$ cat src/hw/rtl/gllg_pkg.sv
// Shared types, constants and a helper function of the load-level governor.
package gllg_pkg;

    // Default depth of the busy-time history.
    parameter int HISTORY_LEN_DEF = 10;

    // Field widths.
    parameter int BUSY_W   = 32;
    parameter int WIN_W    = 16;
    parameter int PCT_W    = 7;
    parameter int LVLCNT_W = 4;
    parameter int LEVEL_W  = 3;
    parameter int MS_W     = 23;
    parameter int THR_W    = 8;
    parameter int CNT_W    = 5;
    parameter int DIVR_W   = 10;
    parameter int CFG_IDX_W = 2;

    // Shared divider: bits resolved per cycle and cycles per division.
    parameter int DIV_BITS   = 4;
    parameter int DIV_CYCLES = BUSY_W / DIV_BITS;

    // Algorithm constants.
    parameter logic [BUSY_W-1:0]  AVG_IDLE_LIMIT = 32'd4000;
    parameter int                 PCT_SCALE      = 100;
    parameter logic [DIVR_W-1:0]  US_PER_MS      = 10'd1000;
    parameter logic signed [CNT_W-1:0] IDLE_CNT_MAX  = 5'sd10;
    parameter logic signed [CNT_W-1:0] IDLE_CNT_DOWN = 5'sd2;
    parameter logic [LEVEL_W-1:0] LEVEL_RESET    = 3'd3;
    parameter logic [LEVEL_W-1:0] LEVEL_IDLE     = 3'd3;
    parameter logic [LEVEL_W-1:0] LEVEL_MAX      = 3'd7;

    // Configuration register indexes.
    parameter logic [CFG_IDX_W-1:0] CFG_UP_PERCENT   = 2'd0;
    parameter logic [CFG_IDX_W-1:0] CFG_DOWN_PERCENT = 2'd1;
    parameter logic [CFG_IDX_W-1:0] CFG_UP_MARGIN    = 2'd2;
    parameter logic [CFG_IDX_W-1:0] CFG_LEVEL_COUNT  = 2'd3;

    // Configuration reset values.
    parameter logic [PCT_W-1:0]    UP_PERCENT_RST   = 7'd60;
    parameter logic [PCT_W-1:0]    DOWN_PERCENT_RST = 7'd25;
    parameter logic [PCT_W-1:0]    UP_MARGIN_RST    = 7'd10;
    parameter logic [LVLCNT_W-1:0] LEVEL_COUNT_RST  = 4'd4;

    typedef enum logic [3:0] {
        S_IDLE,
        S_HIST,
        S_DIV_AVG,
        S_ACC,
        S_DIV_MS,
        S_MUL,
        S_CMP,
        S_DONE
    } t_state;

    // Quotient of a 7-bit value by a small level number (2..7), restoring form.
    function automatic logic [PCT_W-1:0] div_small(input logic [PCT_W-1:0] num,
                                                   input logic [LEVEL_W-1:0] den);
        logic [LEVEL_W-1:0] rem;
        logic [LEVEL_W:0]   rw;
        logic [PCT_W-1:0]   q;
        rem = '0;
        q   = '0;
        for (int i = PCT_W - 1; i >= 0; i--) begin
            rw = {rem, num[i]};
            if (rw >= {1'b0, den}) begin
                rem  = LEVEL_W'(rw - {1'b0, den});
                q[i] = 1'b1;
            end else begin
                rem = rw[LEVEL_W-1:0];
            end
        end
        return q;
    endfunction

endpackage

$ cat src/hw/rtl/gpu_load_level_governor.sv
// Load-driven power-level governor with a memory-held busy-time history.
//
// Usage: events enter on the s_axis channel (tuser = command, 0 idle event,
// 1 sleep event); one result word leaves on the m_axis channel per event.
// Configuration is written through i_cfg_we / i_cfg_index / i_cfg_wdata while
// no event is in flight; a write takes effect at the next clock edge.
// Steps per event: idle events do the history update and average division
// if history_tick is set, accumulation, then millisecond division, multiply
// and compare if sample_tick is set; sleep events do multiply and compare.
// The shared divider resolves 4 quotient bits per cycle and runs once for the
// history average and once for busy milliseconds.
// One event is processed at a time; s_axis_tready is high while the block
// waits for an event, even if the previous result still sits in the output
// register. A stalled receiver holds the result there and the block waits in
// its final step until the register is free.
// Reset (synchronous, active low) restores the configuration defaults, level
// 3, a zero history (per-entry valid bits) and an empty output register.
module gpu_load_level_governor #(
    parameter int HISTORY_LEN = gllg_pkg::HISTORY_LEN_DEF
) (
    input  logic                          i_clk,
    input  logic                          i_rst_n,
    // Configuration write port.
    input  logic                          i_cfg_we,
    input  logic [gllg_pkg::CFG_IDX_W-1:0] i_cfg_index,
    input  logic [gllg_pkg::PCT_W-1:0]    i_cfg_wdata,
    // Event input.
    input  logic                          s_axis_tvalid,
    output logic                          s_axis_tready,
    // tdata: busy_us[31:0], history_tick[32], sample_tick[33],
    //        window_ms[49:34], touch_active[50], zero fill[55:51]
    input  logic [55:0]                   s_axis_tdata,
    // tuser: command[0]
    input  logic                          s_axis_tuser,
    // Result output.
    output logic                          m_axis_tvalid,
    input  logic                          m_axis_tready,
    // tdata: power_level[2:0], level_changed[3], idle_flag[4], touch_boost[5],
    //        average_busy_us[37:6], zero fill[39:38]
    output logic [39:0]                   m_axis_tdata
);
    import gllg_pkg::*;

    localparam int SLOT_W = (HISTORY_LEN > 1) ? $clog2(HISTORY_LEN) : 1;

    // Configuration registers.
    logic [PCT_W-1:0]    r_up_pct;
    logic [PCT_W-1:0]    r_down_pct;
    logic [PCT_W-1:0]    r_up_margin;
    logic [LVLCNT_W-1:0] r_level_count;

    // Control and governor state.
    t_state                  r_state, n_state;
    logic [SLOT_W-1:0]       r_slot;
    logic [BUSY_W-1:0]       r_sum;
    logic [BUSY_W-1:0]       r_avg;
    logic [BUSY_W-1:0]       r_accum;
    logic signed [CNT_W-1:0] r_idle_cnt;
    logic                    r_idle_state;
    logic [LEVEL_W-1:0]      r_level;
    logic [MS_W-1:0]         r_last_ms;
    logic [WIN_W-1:0]        r_last_win;
    logic                    r_out_valid;
    logic [DIV_CYCLES > 1 ? $clog2(DIV_CYCLES)-1 : 0 : 0] r_div_cnt;

    // Latched event fields and working registers.
    logic                    r_sleep;
    logic [BUSY_W-1:0]       r_busy;
    logic                    r_hist_tick;
    logic                    r_samp_tick;
    logic [WIN_W-1:0]        r_window;
    logic                    r_touch;
    logic [LEVEL_W-1:0]      r_before;
    logic                    r_boost;
    logic [THR_W-1:0]        r_thr;
    logic [29:0]             r_load;
    logic [23:0]             r_up_lim;
    logic [22:0]             r_down_lim;
    logic [DIVR_W-1:0]       r_divisor;
    logic [DIVR_W-1:0]       r_rem;
    logic [BUSY_W-1:0]       r_dq;
    logic [39:0]             r_out_data;

    // History memory.
    logic [BUSY_W-1:0]       r_hist [HISTORY_LEN];
    logic [HISTORY_LEN-1:0]  r_hist_vld;
    logic [BUSY_W-1:0]       r_rd_data;
    logic                    r_rd_vld;

    // Combinational signals.
    logic                    c_in_acc;
    logic                    c_out_load;
    logic                    c_div_last;
    logic                    c_mem_we;
    logic [BUSY_W-1:0]       c_old;
    logic [BUSY_W-1:0]       c_new_sum;
    logic [DIVR_W-1:0]       c_rem;
    logic [BUSY_W-1:0]       c_dq;
    logic [DIVR_W:0]         c_rw;
    logic signed [CNT_W-1:0] c_cnt;
    logic                    c_idle_next;
    logic                    c_boost;
    logic [LVLCNT_W-1:0]     c_lvl_ext;

    // Next-state logic.
    always_comb begin
        n_state = r_state;
        case (r_state)
            S_IDLE: begin
                if (s_axis_tvalid) begin
                    if (s_axis_tuser) begin
                        n_state = S_MUL;
                    end else if (s_axis_tdata[32]) begin
                        n_state = S_HIST;
                    end else begin
                        n_state = S_ACC;
                    end
                end
            end
            S_HIST:    n_state = S_DIV_AVG;
            S_DIV_AVG: if (c_div_last) n_state = S_ACC;
            S_ACC:     n_state = r_samp_tick ? S_DIV_MS : S_DONE;
            S_DIV_MS:  if (c_div_last) n_state = S_MUL;
            S_MUL:     n_state = S_CMP;
            S_CMP:     n_state = S_DONE;
            S_DONE:    if (!r_out_valid || m_axis_tready) n_state = S_IDLE;
            default:   n_state = S_IDLE;
        endcase
    end

    // Control outputs of the sequencer.
    always_comb begin
        s_axis_tready = (r_state == S_IDLE);
        c_mem_we      = (r_state == S_HIST);
        c_div_last    = ((r_state == S_DIV_AVG) || (r_state == S_DIV_MS)) &&
                        (r_div_cnt == $bits(r_div_cnt)'(DIV_CYCLES - 1));
        c_out_load    = (r_state == S_DONE) && (!r_out_valid || m_axis_tready);
    end
    assign c_in_acc = s_axis_tvalid && s_axis_tready;

    // History update arithmetic; an entry never written reads as zero.
    assign c_old     = r_rd_vld ? r_rd_data : '0;
    assign c_new_sum = r_sum - c_old + r_accum;

    // One cycle of the restoring divider: DIV_BITS quotient bits.
    always_comb begin
        c_rem = r_rem;
        c_dq  = r_dq;
        c_rw  = '0;
        for (int i = 0; i < DIV_BITS; i++) begin
            c_rw = {c_rem, c_dq[BUSY_W-1]};
            c_dq = {c_dq[BUSY_W-2:0], 1'b0};
            if (c_rw >= {1'b0, r_divisor}) begin
                c_rem   = DIVR_W'(c_rw - {1'b0, r_divisor});
                c_dq[0] = 1'b1;
            end else begin
                c_rem = c_rw[DIVR_W-1:0];
            end
        end
    end

    // Idle counter with hysteresis, evaluated on the new average.
    always_comb begin
        c_cnt = r_idle_cnt;
        if ((r_level == LEVEL_IDLE) && (c_dq < AVG_IDLE_LIMIT)) begin
            if (r_idle_cnt < IDLE_CNT_MAX) c_cnt = r_idle_cnt + 5'sd1;
        end else if (r_idle_cnt > 5'sd0) begin
            c_cnt = r_idle_cnt - IDLE_CNT_DOWN;
        end
        c_idle_next = r_idle_state;
        c_boost     = 1'b0;
        if (c_cnt >= IDLE_CNT_MAX) begin
            c_idle_next = 1'b1;
        end else if (c_cnt <= 5'sd0) begin
            c_boost     = r_idle_state && r_touch;
            c_idle_next = 1'b0;
        end
    end

    assign c_lvl_ext = {1'b0, r_level};

    // Configuration registers.
    always_ff @(posedge i_clk) begin
        if (!i_rst_n) begin
            r_up_pct      <= UP_PERCENT_RST;
            r_down_pct    <= DOWN_PERCENT_RST;
            r_up_margin   <= UP_MARGIN_RST;
            r_level_count <= LEVEL_COUNT_RST;
        end else if (i_cfg_we) begin
            case (i_cfg_index)
                CFG_UP_PERCENT:   r_up_pct      <= i_cfg_wdata;
                CFG_DOWN_PERCENT: r_down_pct    <= i_cfg_wdata;
                CFG_UP_MARGIN:    r_up_margin   <= i_cfg_wdata;
                CFG_LEVEL_COUNT:  r_level_count <= i_cfg_wdata[LVLCNT_W-1:0];
                default: ;
            endcase
        end
    end

    // History memory: one write port and one registered read port at the slot.
    always_ff @(posedge i_clk) begin
        if (c_mem_we) r_hist[r_slot] <= r_accum;
        r_rd_data <= r_hist[r_slot];
    end

    always_ff @(posedge i_clk) begin
        if (!i_rst_n) begin
            r_hist_vld <= '0;
            r_rd_vld   <= 1'b0;
        end else begin
            if (c_mem_we) r_hist_vld[r_slot] <= 1'b1;
            r_rd_vld <= r_hist_vld[r_slot];
        end
    end

    // Sequencer and governor state.
    always_ff @(posedge i_clk) begin
        if (!i_rst_n) begin
            r_state      <= S_IDLE;
            r_slot       <= '0;
            r_sum        <= '0;
            r_avg        <= '0;
            r_accum      <= '0;
            r_idle_cnt   <= '0;
            r_idle_state <= 1'b0;
            r_level      <= LEVEL_RESET;
            r_last_ms    <= '0;
            r_last_win   <= '0;
            r_div_cnt    <= '0;
            r_out_valid  <= 1'b0;
        end else begin
            r_state <= n_state;
            case (r_state)
                S_HIST: begin
                    r_sum  <= c_new_sum;
                    r_slot <= (r_slot == SLOT_W'(HISTORY_LEN - 1)) ? '0 : r_slot + 1'b1;
                end
                S_DIV_AVG: begin
                    r_div_cnt <= r_div_cnt + 1'b1;
                    if (c_div_last) begin
                        r_div_cnt    <= '0;
                        r_avg        <= c_dq;
                        r_idle_cnt   <= c_cnt;
                        r_idle_state <= c_idle_next;
                    end
                end
                S_ACC: begin
                    r_accum <= r_accum + r_busy;
                end
                S_DIV_MS: begin
                    r_div_cnt <= r_div_cnt + 1'b1;
                    if (c_div_last) begin
                        r_div_cnt  <= '0;
                        r_last_ms  <= c_dq[MS_W-1:0];
                        r_last_win <= r_window;
                    end
                end
                S_CMP: begin
                    r_accum <= '0;
                    if (r_sleep) begin
                        r_idle_state <= 1'b1;
                        r_idle_cnt   <= IDLE_CNT_MAX;
                        if (r_load < 30'(r_down_lim)) r_level <= LEVEL_IDLE;
                    end else if (r_load > 30'(r_up_lim)) begin
                        if ((r_level != '0) && (c_lvl_ext < r_level_count)) begin
                            r_level <= r_level - 1'b1;
                        end
                    end else if (r_load < 30'(r_down_lim)) begin
                        if (((c_lvl_ext + 4'd1) < r_level_count) && (r_level != LEVEL_MAX)) begin
                            r_level <= r_level + 1'b1;
                        end
                    end
                end
                default: ;
            endcase
            if (c_out_load) begin
                r_out_valid <= 1'b1;
            end else if (m_axis_tready) begin
                r_out_valid <= 1'b0;
            end
        end
    end

    // Datapath registers without reset.
    always_ff @(posedge i_clk) begin
        if (c_in_acc) begin
            r_sleep     <= s_axis_tuser;
            r_busy      <= s_axis_tdata[31:0];
            r_hist_tick <= s_axis_tdata[32];
            r_samp_tick <= s_axis_tdata[33];
            r_window    <= s_axis_tdata[49:34];
            r_touch     <= s_axis_tdata[50];
            r_before    <= r_level;
            r_boost     <= 1'b0;
        end
        case (r_state)
            S_HIST: begin
                r_divisor <= DIVR_W'(HISTORY_LEN);
                r_rem     <= '0;
                r_dq      <= c_new_sum;
            end
            S_DIV_AVG: begin
                r_rem <= c_rem;
                r_dq  <= c_dq;
                if (c_div_last) r_boost <= c_boost;
            end
            S_ACC: begin
                r_divisor <= US_PER_MS;
                r_rem     <= '0;
                r_dq      <= r_accum + r_busy;
                if (r_level > 3'd1) begin
                    r_thr <= THR_W'(div_small(r_up_pct, r_level)) + THR_W'(r_up_margin);
                end else if (r_up_pct > r_up_margin) begin
                    r_thr <= THR_W'(r_up_pct - r_up_margin);
                end else begin
                    r_thr <= '0;
                end
            end
            S_DIV_MS: begin
                r_rem <= c_rem;
                r_dq  <= c_dq;
            end
            S_MUL: begin
                r_load     <= 30'(r_last_ms) * 30'(PCT_SCALE);
                r_up_lim   <= 24'(r_last_win) * 24'(r_thr);
                r_down_lim <= 23'(r_last_win) * 23'(r_down_pct);
            end
            default: ;
        endcase
        if (c_out_load) begin
            r_out_data <= {2'b00, r_avg, r_boost, r_idle_state,
                           (r_level != r_before), r_level};
        end
    end

    assign m_axis_tvalid = r_out_valid;
    assign m_axis_tdata  = r_out_data;

    // The history slot always addresses a real entry.
    a_slot_range: assert property (@(posedge i_clk) disable iff (!i_rst_n)
        {1'b0, r_slot} < (SLOT_W + 1)'(HISTORY_LEN))
        else $error("history slot out of range");

    // The idle counter stays within its hysteresis band.
    a_cnt_range: assert property (@(posedge i_clk) disable iff (!i_rst_n)
        (r_idle_cnt >= -5'sd1) && (r_idle_cnt <= IDLE_CNT_MAX))
        else $error("idle counter out of range");

    // An accepted word always starts processing.
    a_accept_busy: assert property (@(posedge i_clk) disable iff (!i_rst_n)
        c_in_acc |=> (r_state != S_IDLE))
        else $error("accepted word did not start processing");

    // A sleep word forces the idle state and clears the accumulated busy time.
    a_sleep_idle: assert property (@(posedge i_clk) disable iff (!i_rst_n)
        (r_state == S_CMP) && r_sleep |=>
            r_idle_state && (r_idle_cnt == IDLE_CNT_MAX) && (r_accum == '0))
        else $error("sleep word did not force idle");

    // The divider step counter runs only while a division is in progress.
    a_div_idle: assert property (@(posedge i_clk) disable iff (!i_rst_n)
        (r_state != S_DIV_AVG) && (r_state != S_DIV_MS) |-> (r_div_cnt == '0))
        else $error("divider counter active outside a division");

endmodule
$ cat config.mk
export PLATFORM = sky130hd
export DESIGN_NAME = gpu_load_level_governor
export DESIGN_NICKNAME = d
export VERILOG_FILES = /design/src/hw/rtl/gllg_pkg.sv /design/src/hw/rtl/gpu_load_level_governor.sv
export SDC_FILE = /design/constraint.sdc
export NUM_CORES = 2
export LEC_CHECK = 0
export BUFFER_PORTS_ARGS = -buffer_cell sky130_fd_sc_hd__buf_4
export CAP_MARGIN = 20
export CORE_UTILIZATION = 62
export DETAILED_ROUTE_END_ITERATION = 10
export GPL_TIMING_DRIVEN = 0
export PLACE_DENSITY = 0.87
export SLEW_MARGIN = 30
export SYNTH_ARGS = -nofsm -noshare
export SYNTH_HDL_FRONTEND = slang
export SYNTH_SLANG_ARGS = --single-unit
$ cat constraint.sdc
create_clock -name i_clk -period 12.5 [get_ports i_clk]
set_clock_uncertainty 0.05 [all_clocks]
set_input_delay 1.875 -clock i_clk [delete_from_list [all_inputs] [get_ports i_clk]]
set_output_delay 1.875 -clock i_clk [all_outputs]
set_load 0.005 [all_outputs]
==> summary by stage <==
Floorplan
The core region is roughly 72000 um^2. The initial core utilization is approximately 63%. The die boundary height is approximately 270 um. The die span in x is between 200 and 300 um. The number of rows created at floorplan is 98. The I/O pin count is 113. The floorplan step defined a die boundary enclosing 73900 um^2.

Detailed routing
The final layout contains routed wiring with a total length of around 120000 um. For this block, the via count after detailed routing is around 33000. The number of iterations in the first detailed-routing pass is 6. Dividing the detail-routed wire length by the instance count gives 21.6 um. Dividing the detail-routed via count by the number of cells gives 6.05.

The detail route stage leaves a number of antenna-violating nets equal to 0. In this run, the number of DRC markers left after iteration 0 of detailed routing was 3189. After detailed routing, the number of remaining DRC violations is 0.

Worst setup path
The combined buffer and inverter count along the critical path is 5. The biggest cell delay along the critical path is roughly 0.9 ns. The end of the worst register-to-register path is r_thr[6]. The family with the most delay on the worst path is compound AO/OA/AOI/OAI gates. Measured in cells, the most critical reg-to-reg path has a length of 47. The type of destination of the critical path is a register.

Data arrives at the worst endpoint at between 10 and 15 ns. The kind of critical path is reg -> reg. For the worst setup path, the data required time is roughly 13 ns. The sort of element at the start of the critical path is a register. Counting stages on the worst path, the most repeated cell is nand2_1.

The minimum setup slack among reg-to-reg paths is 1.39 ns. The maximum fanout along the worst path is 15. The cell type of the slowest stage on the worst timing path is dfxtp_1. The origin of the critical flop-to-flop path is r_level[1].

GRT
The combined global-route utilization of all metal layers is about a third. The met2 track demand over resource is a little over half. The global routing met3 resource utilization is around 6.3%. The met1 track utilization from global routing is about two fifths. The busiest metal layer after global routing is met2. For this run the aggregate overflow at the end of global routing stands at 0. Entering global routing, the biggest net connects 54 pins. The global-route wire length before repair is roughly 180000 um.

The initial antenna violation count was 4. The number of global-route vias before repair is 32763.

Synth
The synthesized netlist devotes under 10% of its cell area to XOR and XNOR gates. Each instance of the synthesized netlist takes up on average roughly 11 um^2. The synthesized instance count is 4147. The total of warnings raised by yosys is 0.

Synthesis inferred approximately 760 register bits. The fraction of the mapped netlist area in simple logic gates is 11.7%. The predominant post-synthesis flop cell is edfxtp_1. The compound-cell area share of the yosys netlist is approximately a tenth. The synthesized design contains 539 enable-type register cells.

Summing the sequential cell areas from Yosys gives 45.8% of the chip area. The area of the mapped netlist is 45100 um^2. After synthesis, the share of flip-flops with an asynchronous set or reset is 0%.

The mux contribution to synthesized area is 4.42%. The synthesized netlist devotes between 10% and 20% of its cell area to adder and majority cells. The number of unique standard cell types used by synthesis is between 80 and 90. The dominant combinational cell family by area after synthesis is adder cells.

Timing
The worst relative slew slack is about 30%. Subtracting the final worst setup slack from the clock period gives about 11 ns. Setup repair after global routing left no endpoint under its margin.

The final clock period utilization by the worst path is approximately 89%. The aggregate negative setup slack is 0 ns. Based on the critical path, the design can be clocked at up to between 0.08 and 0.09 GHz. For the pin with the worst max-slew slack, the measured transition is 1.06 ns.

The number of pins with negative max-slew slack in the final report is 0. The number of hold violations in the final report is 0. Setup violations remaining at the end of the flow were counted as 0.

Clock tree
The number of buffers inserted during clock tree synthesis is around 80. Clock tree synthesis found a total of about 760 sinks. The total of hold buffers inserted after clock tree synthesis is 0. The maximum root-to-sink buffer count is 3. The count of cells resized by post-cts repair is 0. Clock-pin slew was measured on the worst setup and hold paths at about 0.06 ns. The clock tree from TritonCTS is built. The clock root buffer is clkbuf_16. The clock insertion delay at the later pin of the skew report is 0.67 ns. The buffers inserted during post-CTS setup optimization is 0.

The maximum level of the CTS H-tree is 3.

Worst hold path
The worst hold path depth is 0. The class of the tightest hold or removal check is reg -> reg. The capture endpoint of the worst hold path is m_axis_tdata[29]. The hold path startpoint is r_avg[23].

Finish
The utilization after layout is 70.1%. The net total in the final layout is between 4000 and 5000. Of the cells placed in the final design, the portion with a size suffix greater than 1 is 8.71%. The count of filler cells inserted in the layout is a little under 5000. The layout overhead on the synthesized area is 11.4%.

Job
The number of maximum-capacitance constraint violations is 0.

Placement
Detailed placement ended at an HPWL of 85900 um. At the end of routability-driven placement, the weighted congestion stood at 0.959. During placement, the flow inserted port buffers numbering 104.

Outcome
The flow ran to the end, and the final reports show no timing, DRC or antenna violations.
==> sequential cells by signal, indices dropped and copies added (netlist names), 23 cells and up <==
| name | count |
|---|---|
| r_up_lim | 24 |
| r_sum | 32 |
| r_dq | 32 |
| r_accum | 32 |
| r_last_ms | 23 |
| r_busy | 32 |
| r_hist | 320 |
| r_avg | 32 |
| r_load | 28 |
| r_rd_data | 32 |
| m_axis_tdata | 38 |
| r_down_lim | 23 |
==> placed cells by master, fill, tap and decap left out, drive strengths merged, types with 11 or more instances in the layout <==
master / synthesis / final
a211oi: 68 / 68
a21boi: 13 / 13
a21o: 65 / 65
a21oi: 304 / 304
a22oi: 26 / 26
and2: 151 / 151
and3: 16 / 16
buf: 23 / 159
clkbuf: 127 / 237
clkinv: 2 / 23
dfxtp: 224 / 224
edfxtp: 539 / 539
fa: 210 / 210
ha: 343 / 343
inv: 521 / 526
mux2i: 44 / 44
mux4: 66 / 66
nand2: 547 / 547
nand2b: 26 / 26
nand3: 51 / 51
nand4: 13 / 13
nor2: 177 / 177
nor2b: 64 / 64
nor3: 43 / 43
nor4: 11 / 11
o211ai: 21 / 21
o21a: 18 / 18
o21ai: 92 / 92
o21bai: 26 / 26
o22ai: 11 / 11
o31ai: 15 / 15
or3: 15 / 15
xnor2: 119 / 119
xor2: 39 / 39
==> worst max-delay path by stage <==
stage / cells after the start / endpoint / from / slack (ns)
5_1_grt: 47 / r_thr[6] / r_level[1] / 0.49
3_3_place_gp: 47 / r_thr[6] / r_level[1] / 1.87
2_1_floorplan: 47 / r_thr[6] / r_level[1] / 3.12
4_1_cts: 47 / r_thr[6] / r_level[1] / 1.36
3_5_place_dp: 47 / r_thr[6] / r_level[1] / 1.40
6_report: 47 / r_thr[6] / r_level[1] / 1.39
==> metal layers <==
layer | share of wire [%] | routed length [um] | vias to the layer above
li1 | - | - | 14762
met1 | 38 | 44500 | 15809
met2 | 48 | 55400 | 1648
met3 | 8.9 | 10300 | 374
met4 | 5.2 | 6100 | 2
met5 | 0.017 | 20 | -
==> kinds of logic (layout without fill, tap and decap cells) <==
family                     Yosys count  count (layout)
muxes                              116             116
DFF                                763             763
xor gates and xnor gates           158             158
adders and majority gates          553             553
and+or+nand+nor                   1144            1144
AOI/OAI and AO/OA                  739             739
other                                1               3
buffers and inverters              673             958
==> final cells by class <==
type | instances | area [um^2] | area share, %
Antenna cell | 1 | 2.50 | 0.00498
Buffer | 150 | 617 | 1.23
Sequential cell | 763 | 20700 | 41.1
Timing Repair Buffer | 139 | 1150 | 2.29
Tap cell | 950 | 1190 | 2.36
Inverter | 523 | 1960 | 3.90
Clock buffer | 107 | 2130 | 4.24
Multi-Input combinational cell | 2712 | 22000 | 43.7
Clock inverter | 39 | 579 | 1.15
==> through the flow <==
step	instance area, um^2	instances	hold slack [ns]	setup WS [ns]
2_1_floorplan	45200	4148	0.358	3.12
3_3_place_gp	47100	5202	0.365	1.87
3_5_place_dp	47600	5237	0.366	1.40
4_1_cts	50300	5383	0.380	1.36
5_1_grt	50300	5383	0.383	0.494
6_report	50300	5384	0.379	1.39
==> cells in the mapped netlist (39+ instances only) <==
cell type	instances	share of area [%]
edfxtp_1	539	36
and2_1	151	2.1
nor2b_1	64	0.89
a211oi_1	62	1.0
ha_1	343	9.5
xor2_1	39	0.76
nand2_1	547	4.5
a21oi_1	303	3.4
inv_1	521	4.3
nand3_1	51	0.57
fa_1	210	9.3
nor2_1	176	1.5
o21ai_0	87	0.96
mux2i_1	44	0.98
nor3_1	43	0.48
mux4_2	66	3.3
clkbuf_1	127	1.1
a21o_1	65	1.1
dfxtp_1	224	9.9
xnor2_1	119	2.3
Power is not shown: default switching activity piles up to over one toggle a cycle in this logic, so the estimate is an artifact.
